`config.mk`:
```
export PLATFORM = sky130hd
export DESIGN_NAME = erm_ctrl
export DESIGN_NICKNAME = d
export VERILOG_FILES = /design/src/assert_macros.svh /design/src/erm_pkg.sv /design/src/erm_ctrl.sv
export SDC_FILE = /design/constraint.sdc
export NUM_CORES = 1
export LEC_CHECK = 0
export BUFFER_PORTS_ARGS = -buffer_cell sky130_fd_sc_hd__buf_2
export CORE_AREA = 5 5 42 44
export CTS_CLUSTER_DIAMETER = 60
export DETAILED_ROUTE_END_ITERATION = 8
export DIE_AREA = 0 0 47 49
export PLACE_DENSITY = 0.6
export REMOVE_ABC_BUFFERS = 1
export SLEW_MARGIN = 20
export SYNTH_ARGS = -nofsm -noshare
export SYNTH_HDL_FRONTEND = slang
export SYNTH_SLANG_ARGS = --single-unit
```
`constraint.sdc`:
```
create_clock -name clk_i -period 1.65 [get_ports clk_i]
set_input_delay 0.165 -clock clk_i [delete_from_list [all_inputs] [get_ports clk_i]]
set_output_delay 0.165 -clock clk_i [all_outputs]
set_load 0.01 [all_outputs]
```
`src/assert_macros.svh`:
```
// assertion helpers used by the rate meter divider
`ifndef ASSERT_MACROS_SVH
`define ASSERT_MACROS_SVH

// condition holds at every clock edge out of reset
`define ERM_CHECK(lbl, cond, msg) \
  lbl: assert property (@(posedge clk_i) disable iff (!rst_ni) (cond)) else $error(msg);

// consequence holds in the cycle after the antecedent
`define ERM_CHECK_NEXT(lbl, ante, cons, msg) \
  lbl: assert property (@(posedge clk_i) disable iff (!rst_ni) (ante) |=> (cons)) \
    else $error(msg);

`endif

```
`src/erm_pkg.sv`:
```
// ----------------------------------------------------------------------------
// erm_pkg
// Types and constants shared by the event rate meter modules.
// ----------------------------------------------------------------------------
package erm_pkg;

  localparam logic [19:0] US_PER_S  = 20'd1000000;
  localparam logic [47:0] RATE_MAX  = 48'hFFFF_FFFF_FFFF;
  localparam logic [32:0] TIMER_MAX = 33'h1_FFFF_FFFF;

  localparam logic [31:0] WINDOW_RESET = 32'd1000000;
  localparam logic [16:0] WEIGHT_RESET = 17'd6554;

  localparam logic [1:0] CFG_IDX_WINDOW = 2'd0;
  localparam logic [1:0] CFG_IDX_RISE   = 2'd1;
  localparam logic [1:0] CFG_IDX_FALL   = 2'd2;

  typedef struct packed {
    logic [31:0] elapsed_us;
    logic [31:0] event_count;
  } in_item_t;

  typedef struct packed {
    logic [47:0] sample_rate;
    logic [47:0] window_rate;
    logic [63:0] window_events;
    logic        window_done;
    logic [47:0] mean_rate;
    logic [47:0] smoothed_rate;
    logic [63:0] total_events;
  } out_item_t;

  typedef enum logic [3:0] {
    ST_IDLE,
    ST_RATE_LO,
    ST_RATE_HI,
    ST_RATE_GO,
    ST_RATE_WAIT,
    ST_WIN_CHK,
    ST_EMA_W,
    ST_EMA_A,
    ST_EMA_B,
    ST_EMA_C,
    ST_FINISH
  } ctrl_state_e;

  typedef enum logic [1:0] {
    SRC_INST,
    SRC_WIN,
    SRC_MEAN
  } rate_src_e;

  typedef enum logic [2:0] {
    MUL_NONE,
    MUL_RATE_LO,
    MUL_RATE_HI,
    MUL_EMA_A,
    MUL_EMA_B
  } mul_op_e;

  typedef struct packed {
    logic      load;
    logic      win_close;
    rate_src_e src;
    mul_op_e   mul;
    logic      div_start;
    logic      div_store;
    logic      pick_weight;
    logic      ema_store;
    logic      publish;
  } ctrl_cmd_t;

  typedef struct packed {
    logic div_done;
    logic win_hit;
    logic out_busy;
  } dp_status_t;

endpackage

```
`src/erm_ctrl.sv`:
```
// ----------------------------------------------------------------------------
// erm_ctrl
// Sequencer: instant rate, optional window rate, mean rate, then the average.
// ----------------------------------------------------------------------------
module erm_ctrl import erm_pkg::*; (
  input  logic       clk_i,
  input  logic       rst_ni,
  input  logic       in_valid_i,
  output logic       in_stall_o,
  input  dp_status_t status_i,
  output ctrl_cmd_t  cmd_o
);

  ctrl_state_e state_q, state_d;
  rate_src_e   src_q, src_d;

  always_ff @(posedge clk_i or negedge rst_ni) begin
    if (!rst_ni) begin
      state_q <= ST_IDLE;
      src_q   <= SRC_INST;
    end else begin
      state_q <= state_d;
      src_q   <= src_d;
    end
  end

  always_comb begin
    state_d = state_q;
    src_d   = src_q;
    case (state_q)
      ST_IDLE: begin
        if (in_valid_i) begin
          state_d = ST_RATE_LO;
          src_d   = SRC_INST;
        end
      end
      ST_RATE_LO:   state_d = ST_RATE_HI;
      ST_RATE_HI:   state_d = ST_RATE_GO;
      ST_RATE_GO:   state_d = ST_RATE_WAIT;
      ST_RATE_WAIT: begin
        if (status_i.div_done) begin
          case (src_q)
            SRC_INST: state_d = ST_WIN_CHK;
            SRC_WIN: begin
              state_d = ST_RATE_LO;
              src_d   = SRC_MEAN;
            end
            default:  state_d = ST_EMA_W;
          endcase
        end
      end
      ST_WIN_CHK: begin
        state_d = ST_RATE_LO;
        src_d   = status_i.win_hit ? SRC_WIN : SRC_MEAN;
      end
      ST_EMA_W: state_d = ST_EMA_A;
      ST_EMA_A: state_d = ST_EMA_B;
      ST_EMA_B: state_d = ST_EMA_C;
      ST_EMA_C: state_d = ST_FINISH;
      ST_FINISH: begin
        if (!status_i.out_busy) begin
          state_d = ST_IDLE;
        end
      end
      default: state_d = ST_IDLE;
    endcase
  end

  always_comb begin
    cmd_o     = '0;
    cmd_o.src = src_q;
    cmd_o.mul = MUL_NONE;
    case (state_q)
      ST_IDLE:      cmd_o.load = in_valid_i;
      ST_RATE_LO:   cmd_o.mul = MUL_RATE_LO;
      ST_RATE_HI:   cmd_o.mul = MUL_RATE_HI;
      ST_RATE_GO:   cmd_o.div_start = 1'b1;
      ST_RATE_WAIT: cmd_o.div_store = status_i.div_done;
      ST_WIN_CHK:   cmd_o.win_close = status_i.win_hit;
      ST_EMA_W:     cmd_o.pick_weight = 1'b1;
      ST_EMA_A:     cmd_o.mul = MUL_EMA_A;
      ST_EMA_B:     cmd_o.mul = MUL_EMA_B;
      ST_EMA_C:     cmd_o.ema_store = 1'b1;
      ST_FINISH:    cmd_o.publish = !status_i.out_busy;
      default:      cmd_o.load = 1'b0;
    endcase
  end

  assign in_stall_o = (state_q != ST_IDLE);

endmodule

```
==> results of run 1 <==
worst max-delay path: stages, from the launching register on:
cell and delay [ns]:
dfrtp_2 0.48, nand2b_1 0.21, nor3_1 0.27, buf_2 0.19
area by class of cell:
class	count	area (um2)	share of cell area (%)
Clock buffer	3	22.5	3.55
Inverter	3	11.3	1.78
Multi-Input combinational cell	50	298	46.9
Sequential cell	6	153	24.1
Tap cell	16	20.0	3.16
Timing Repair Buffer	23	130	20.5
final timing paths:
| check | start | endpoint | slack (ns) | cells after the start |
|---|---|---|---|---|
| min in group asynchronous | rst_ni | state_q[3] | 0.27 | 2 |
| worst min register to register | src_q[0] | src_q[0] | 0.53 | 1 |
| worst min-delay path | status_i[0] | state_q[1] | 0.18 | 3 |
| worst max register to register | state_q[0] | src_q[0] | 0.21 | 4 |
| max in group asynchronous | rst_ni | state_q[0] | 1.22 | 2 |
| worst max-delay path | state_q[3] | cmd_o[10] | 0.08 | 3 |
registers in the layout, indices dropped and copies added, names as in the netlist:
register,flops
state_q,4
src_q,2
power by group through the flow:
stage | sequential [mW] | combinational (mW) | clock [mW]
3_3_place_gp | 0.307 | 0.723 | 0
5_1_grt | 0.329 | 0.812 | 0.158
3_5_place_dp | 0.310 | 0.728 | 0
6_report | 0.316 | 0.731 | 0.138
2_1_floorplan | 0.347 | 0.414 | 0
4_1_cts | 0.309 | 0.734 | 0.144
kinds of logic after synthesis:
group           after synthesis  share of synthesized area [%]
simple gates                 32                           35.6
xor+xnor                      2                           3.67
buf+inv                       7                           6.28
flops                         6                           31.4
compound gates               16                           23.0
routing by layer:
| layer | global-route usage, % | wire [um] | vias up |
|---|---|---|---|
| met5 | 0 | 0 | - |
| met2 | 21.9 | 722 | 13 |
| met3 | 2.58 | 51 | 0 |
| met1 | 15.6 | 606 | 245 |
| met4 | 8.29 | 0 | 0 |
| li1 | - | - | 267 |
cell usage after synthesis:
cell type	count	area, um2
nor2_1	7	26.3
dfrtp_1	6	150
nor3_1	6	30.0
nand2_1	5	18.8
a21oi_1	4	20.0
nand2b_1	4	25.0
buf_2	3	15.0
inv_1	3	11.3
o21ai_0	3	15.0
and3_1	2	12.5
nor2b_1	2	12.5
xor2_1	2	17.5
a211oi_2	1	12.5
a21boi_0	1	7.51
a21o_1	1	7.51
a2bb2oi_1	1	8.76
a31oi_1	1	6.26
clkbuf_1	1	3.75
nand3_1	1	5.00
nand3b_1	1	7.51
nor3b_1	1	7.51
nor4bb_1	1	10.0
o211ai_1	1	7.51
o22ai_1	1	6.26
o31a_1	1	8.76
o32a_1	1	10.0
or3_1	1	6.26
or3b_1	1	8.76
stage by stage:
stage               setup WS [ns]  instances  instance area, um2  hold WS [ns]  power (mW)
detailed placement          0.227         97                 599      -0.00234        1.04
global placement            0.249         97                 599      -0.00283        1.03
CTS                        0.0114        101                 632         0.186        1.19
finish                     0.0817        101                 634         0.185        1.18
floorplan                   0.185         59                 459        -0.131       0.761
global route               0.0163        101                 634         0.189        1.30
what timing repair did:
item / 4_1_cts / 5_1_grt
hold endpoints to repair: 6 / 0
hold buffers: 1 / 0
setup endpoints to repair: 0 / 2
gates resized for setup: 0 / 2
==> flow_summary.ini, run 1 <==
[sta]
hold_viol_final = 0
setup_viol = 0
finalMaxSlewViolations = 0
tightest_slew_ns = 0.350
rsz0062_at_grt = no
fin_tns_setup_ns = 0
slew_headroom_pct = 76.6
finClkSkew_ns = 0.00584
finalCritPeriodShare_pct = 95.0
fmax_mhz = 638
min_period_ns = 1.57

[yosys]
synth-seq-cells = 6
synthCells = 63
synth_cell_type_count = 28
ys_warn_count = 0
synth_area_um2 = 478
ys_seq_area_share_pct = 31.4
avgSynthCellArea_um2 = 7.59

[final_layout]
drive_gt1_share_pct = 32.9
final_common_cell = buf_2
fin_util_pct = 45.3
areaGrowthSynthToFinish_pct = 32.7
mostFrequentLayoutCells = 18 x buf_2, 7 x nor2_1, 6 x nor3_1
fillers = 160
final_nets = 93
antenna_cells = 0

[power_and_ir_drop]
switchingPower_mw = 0.559
pwr-share-clk_pct = 11.6
switching_share_pct = 47.2
power_density_nw_per_um2 = 1870
pwr-share-seq_pct = 26.7
power.leakage_nw = 0.320
p_int_mw = 0.626
power_frac_comb_pct = 61.7
ir_drop_mv = 1.07

[grt]
grt_pass1_vias = 537
globalRoute.totalOverflow = 0
grt_antenna_before_repair = 0
track_usage_pct = 13.6
grt_pass1_wl_um = 2300
grt_max_degree = 14

[clock_network]
cts_made_buffers = 3
tritoncts = yes
cts_root_buf = clkbuf_4
postCtsSetupBuffers = 0
htree_levels = 1
insertion_delay_ns = 0.25
clock_path_buffers = 2
clkTransAtPathRegs_ns = 0.05
cts.sinks = 6

[critical_path]
path_class = flop to primary output
cp.arrival_ns = 1.40
critical_path.endpoint_type = primary output
required_ns = 1.48
critPathMaxFanout = 12
startpoint_type = flop

[placement]
port_buffers = 18
globalplace.congestion = 0.848
dp_hpwl_um = 1050

[routing]
drtPass1Iterations = 4
drc = 0
post_drt_wl_per_cell_um = 13.7
ant_nets = 0
vias = 525
drt-initial-drc-count = 9
routed_wl_um = 1380
viasPerCell = 5.20

[floorplan]
die_w_um = 47
die_area_um2 = 2300
initial_core_util_pct = 34.1
core_area_um2 = 1400
rows = 14
ios = 19
fp.dieH_um = 49

[run]
maxCapViolations = 0

[worst_hold_path]
hold_path_class = input pin to flop

[run_status]
outcome = finished clean
Note: power is estimated with default switching activity, not from simulation.
==> run 2: changes to the inputs <==
- PLACE_DENSITY: 0.6 -> 0.62
- clock period: 1.65 -> 1.4 ns (I/O delays scaled with it)
==> flow_summary.ini, run 2 (synthesis results as in run 1) <==
[sta]
finClkSkew_ns = 0.00346
finalCritPeriodShare_pct = 106
finalWorstSetupSlack_ns = -0.0780
fmax_mhz = 677
finalMaxSlewViolations = 0
rsz0062_at_grt = yes
tightest_slew_ns = 0.264
setup_viol = 5
hold_viol_final = 0
slew_headroom_pct = 82.2
min_period_ns = 1.48

[routing]
routed_wl_um = 1650
vias = 603
drt-initial-drc-count = 5
viasPerCell = 5.38
ant_nets = 0
drtPass1Iterations = 4
post_drt_wl_per_cell_um = 14.7
drc = 0

[final_layout]
final_nets = 104
antenna_cells = 0
mostFrequentLayoutCells = 18 x buf_2, 10 x buf_4, 5 x nand2_1
areaGrowthSynthToFinish_pct = 69.9
multiInputGateArea_um2 = 369
seqCellArea_um2 = 154
largest_reg_flops = 4
biggestRegsByFlops = state_q (4), src_q (2)
final_common_cell = buf_2
top_register = state_q
drive_gt1_share_pct = 52.1
fillers = 141

[clock_network]
clock_path_buffers = 2
cts.sinks = 6
clkTransAtPathRegs_ns = 0.05
cts_root_buf = clkbuf_4
insertion_delay_ns = 0.25
htree_levels = 1
cts_made_buffers = 3
tritoncts = yes

[critical_path]
r2r_end = src_q[0]
endpoint = src_q[0]
cp-startpoint = state_q[0]
critical_path.endpoint_type = flop
crit_chain = or3b_1, a211oi_2, nand2_1, a21o_1
cp.arrival_ns = 1.62
cpLargestDelayFamily = simple AND/OR/NAND/NOR gates
critPathMaxFanout = 4
startpoint_type = flop
r2r_slack_ns = -0.08
crit_buf_inv = 0
slowest_stage = dfrtp_2
critPathMaxStageDelay_ns = 0.44
cp.depth = 4
required_ns = 1.54
r2r_start = state_q[0]
worstRegToRegCells = 4
path_class = flop to flop

[placement]
dp_hpwl_um = 1050
port_buffers = 18
globalplace.congestion = 0.807
pre_cts_ws_ns = 0.00887

[grt]
grt_pass1_wl_um = 2420
grt_use_met3_pct = 3.32
globalRoute.totalOverflow = 0
grt_pass1_vias = 563
grt-busiest-layer = met2
grt_antenna_before_repair = 0
grt_use_met1_pct = 16.4
gr-usage-met2_pct = 22.9
track_usage_pct = 14.0
grt_max_degree = 14

[floorplan]
initial_core_util_pct = 34.1
rows = 14
fp.dieH_um = 49
core_area_um2 = 1400
die_area_um2 = 2300
die_w_um = 47
ios = 19

[power_and_ir_drop]
switching_share_pct = 44.2
pwr-share-seq_pct = 19.9
power.leakage_nw = 0.405
p_int_mw = 1.02
ir_drop_mv = 1.08
power_frac_comb_pct = 71.2
pwr-share-clk_pct = 8.8
finalPower_mw = 1.83
power_density_nw_per_um2 = 2260
switchingPower_mw = 0.810

[worst_hold_path]
hold_path_class = input pin to flop

[run]
maxCapViolations = 0

[run_status]
failed_checks = negative setup slack
outcome = finished with violations
[run 2: changes by cell type in the layout (fill, tap and decap cells not counted), moves of 2 or more]
cell / delta
buf_4: +6
buf_6: +4
nand2b_1: -4
nand2b_4: +4
nor2_1: -3
nor2_4: +2
nor3_1: -2
[run 2: power by group through the flow]
stage,combinational (mW),clock [mW],sequential [mW]
after floorplan,0.488,0,0.410
after global placement,0.939,0,0.329
after detailed placement,0.948,0,0.330
after CTS,1.06,0.166,0.334
after global routing,1.43,0.170,0.376
final,1.31,0.161,0.366
[run 2: layout make-up]
type / count / share of cell area (%)
inverters: 3 / 1.39
repair buffers: 34 / 29.0
multi-input cells: 50 / 45.5
well taps: 16 / 2.47
clock buffers: 3 / 2.77
flip-flops and latches: 6 / 19.0
[run 2: tightest hold or removal path, cell delays in order]
cell     delay, ns
buf_2         0.11
nand2_1       0.05
o21ai_0       0.08
[run 2: worst min-delay path by stage]
stage | cells past startpoint | from | end
after floorplan | 0 | rst_ni | src_q[0]
after global placement | 1 | rst_ni | state_q[3]
after detailed placement | 1 | rst_ni | state_q[1]
after CTS | 3 | status_i[0] | state_q[1]
after global routing | 3 | status_i[0] | state_q[1]
final | 3 | status_i[0] | state_q[1]
[run 2: timing repair]
action                     CTS  global route
setup endpoints to repair    6            12
hold buffers                 1             0
cloned                       0             1
gates resized for setup     10            16
pin swaps                    0             4
hold endpoints to repair     6             0
setup buffers                2             5
[run 2: metrics by stage]
stage	cell area (um2)	hold slack [ns]	setup TNS [ns]	util, %	std cells
CTS	708	0.174	-0.0746	50.5	106
detailed placement	622	-0.0286	0	44.4	100
finish	812	0.182	-0.153	57.9	112
global placement	622	-0.0317	0	44.4	100
global route	812	0.197	-0.503	57.9	112
floorplan	459	-0.156	-0.0648	-	59
[run 2: per-layer routing]
layer | vias up | part of all wire, % | routed length, um
li1 | 290 | - | -
met1 | 280 | 40 | 652
met3 | 6 | 6.4 | 106
met2 | 27 | 50 | 828
met5 | - | 0 | 0
met4 | 0 | 3.5 | 57
==> run 3: changes to the inputs <==
- PLACE_DENSITY: 0.62 -> 0.6
==> flow_summary.ini, run 3 (synthesis results as in run 1) <==
[final_layout]
final_nets = 99
final_common_cell = buf_2
biggestRegsByFlops = state_q (4), src_q (2)
multiInputGateArea_um2 = 338
drive_gt1_share_pct = 45.1
mostFrequentLayoutCells = 18 x buf_2, 7 x buf_4, 6 x nor2_1
antenna_cells = 0
areaGrowthSynthToFinish_pct = 52.9
top_register = state_q
fin_util_pct = 52.1
largest_reg_flops = 4
seqCellArea_um2 = 153
fillers = 142

[critical_path]
cp.arrival_ns = 1.28
required_ns = 1.26
path_class = flop to primary output
startpoint_type = flop
worstRegToRegCells = 4
critPathMaxFanout = 4
critical_path.endpoint_type = primary output

[worst_hold_path]
hold_path_class = input pin to flop
hold_depth = 3

[power_and_ir_drop]
power_frac_comb_pct = 70.5
p_int_mw = 0.915
switchingPower_mw = 0.730
pwr-share-seq_pct = 20.2
power_density_nw_per_um2 = 2250
ir_drop_mv = 0.920
switching_share_pct = 44.4
pwr-share-clk_pct = 9.3
power.leakage_nw = 0.366

[sta]
slew_headroom_pct = 82.8
finalWorstSetupSlack_ns = -0.0242
rsz0062_at_grt = yes
finClkSkew_ns = 0.00714
finalCritPeriodShare_pct = 102
setup_viol = 3
finalMaxSlewViolations = 0
fmax_mhz = 702
fin_worst_hold_slack_ns = 0.176
tightest_slew_ns = 0.254
min_period_ns = 1.42
hold_viol_final = 0

[routing]
viasPerCell = 5.30
ant_nets = 0
route.met3.wl_um = 76
drt-initial-drc-count = 10
met1Wirelength_um = 590
drc = 0
wl_met2_um = 715
vias = 567
post_drt_wl_per_cell_um = 13.0
drtPass1Iterations = 4
routed_wl_um = 1400
top_layer = met4

[floorplan]
rows = 14
core_area_um2 = 1400
initial_core_util_pct = 34.1
ios = 19
die_area_um2 = 2300
fp.dieH_um = 49
die_w_um = 47

[run_status]
outcome = finished with violations
failed_checks = negative setup slack

[grt]
grt_pass1_vias = 572
grt_max_degree = 14
globalRoute.totalOverflow = 0
grt_pass1_wl_um = 2360
grt_antenna_before_repair = 0
track_usage_pct = 13.6

[placement]
port_buffers = 18
dp_hpwl_um = 1070
globalplace.congestion = 0.823

[clock_network]
cts_made_buffers = 3
clkTransAtPathRegs_ns = 0.05
insertion_delay_ns = 0.24
htree_levels = 1
cts.sinks = 6
clock_path_buffers = 2
cts_root_buf = clkbuf_4
tritoncts = yes

[run]
maxCapViolations = 0
run 3: power by group through the flow:
stage	clock (mW)	combinational (mW)	sequential, mW
CTS	0.164	1.12	0.333
detailed placement	0	0.976	0.331
finish	0.153	1.16	0.332
floorplan	0	0.488	0.410
global placement	0	0.977	0.332
global route	0.169	1.28	0.342
run 3: worst paths after layout:
check | startpoint | end | slack [ns]
setup / recovery | state_q[0] | cmd_o[3] | -0.02
hold / removal | status_i[0] | state_q[1] | 0.18
setup reg to reg | state_q[2] | src_q[0] | -0.01
hold reg to reg | src_q[0] | src_q[0] | 0.54
max in group asynchronous | rst_ni | state_q[3] | 1.01
min in group asynchronous | rst_ni | src_q[1] | 0.25
run 3: metrics by stage:
stage	TNS, ns	instances	power, mW	instance area [um2]	worst slack, ns
2_1_floorplan	-0.0648	59	0.897	459	-0.0648
3_3_place_gp	0	101	1.31	629	0.0484
3_5_place_dp	-0.00183	101	1.31	629	-0.00183
4_1_cts	-0.0989	107	1.62	717	-0.0253
5_1_grt	-0.553	107	1.79	731	-0.0941
6_report	-0.0513	107	1.64	731	-0.0242
run 3: timing repair:
action / CTS / global route
endpoints found under the setup margin: 8 / 11
pin swaps: 1 / 2
resized for setup: 11 / 4
buffers inserted: 2 / 0
hold endpoints to repair: 6 / 0
cloned: 0 / 0
hold buffers: 1 / 0
run 3: per-layer routing:
metal	up-vias	GRT usage, %
met4	0	5.07
met2	21	21.3
met3	2	3.69
li1	282	-
met5	-	0
met1	262	17.2
run 3: worst max-delay path, cell delays in order, from the launching register on:
cell	delay [ns]
dfrtp_1	0.39
buf_4	0.15
nor2_4	0.12
buf_4	0.12
and3_1	0.14
buf_2	0.12
run 3: area by class of cell:
cell class | instances | share of cell area (%)
Timing Repair Buffer | 29 | 25.5
Tap cell | 16 | 2.74
Inverter | 3 | 1.54
Multi-Input combinational cell | 50 | 46.2
Clock buffer | 3 | 3.08
Sequential cell | 6 | 20.9
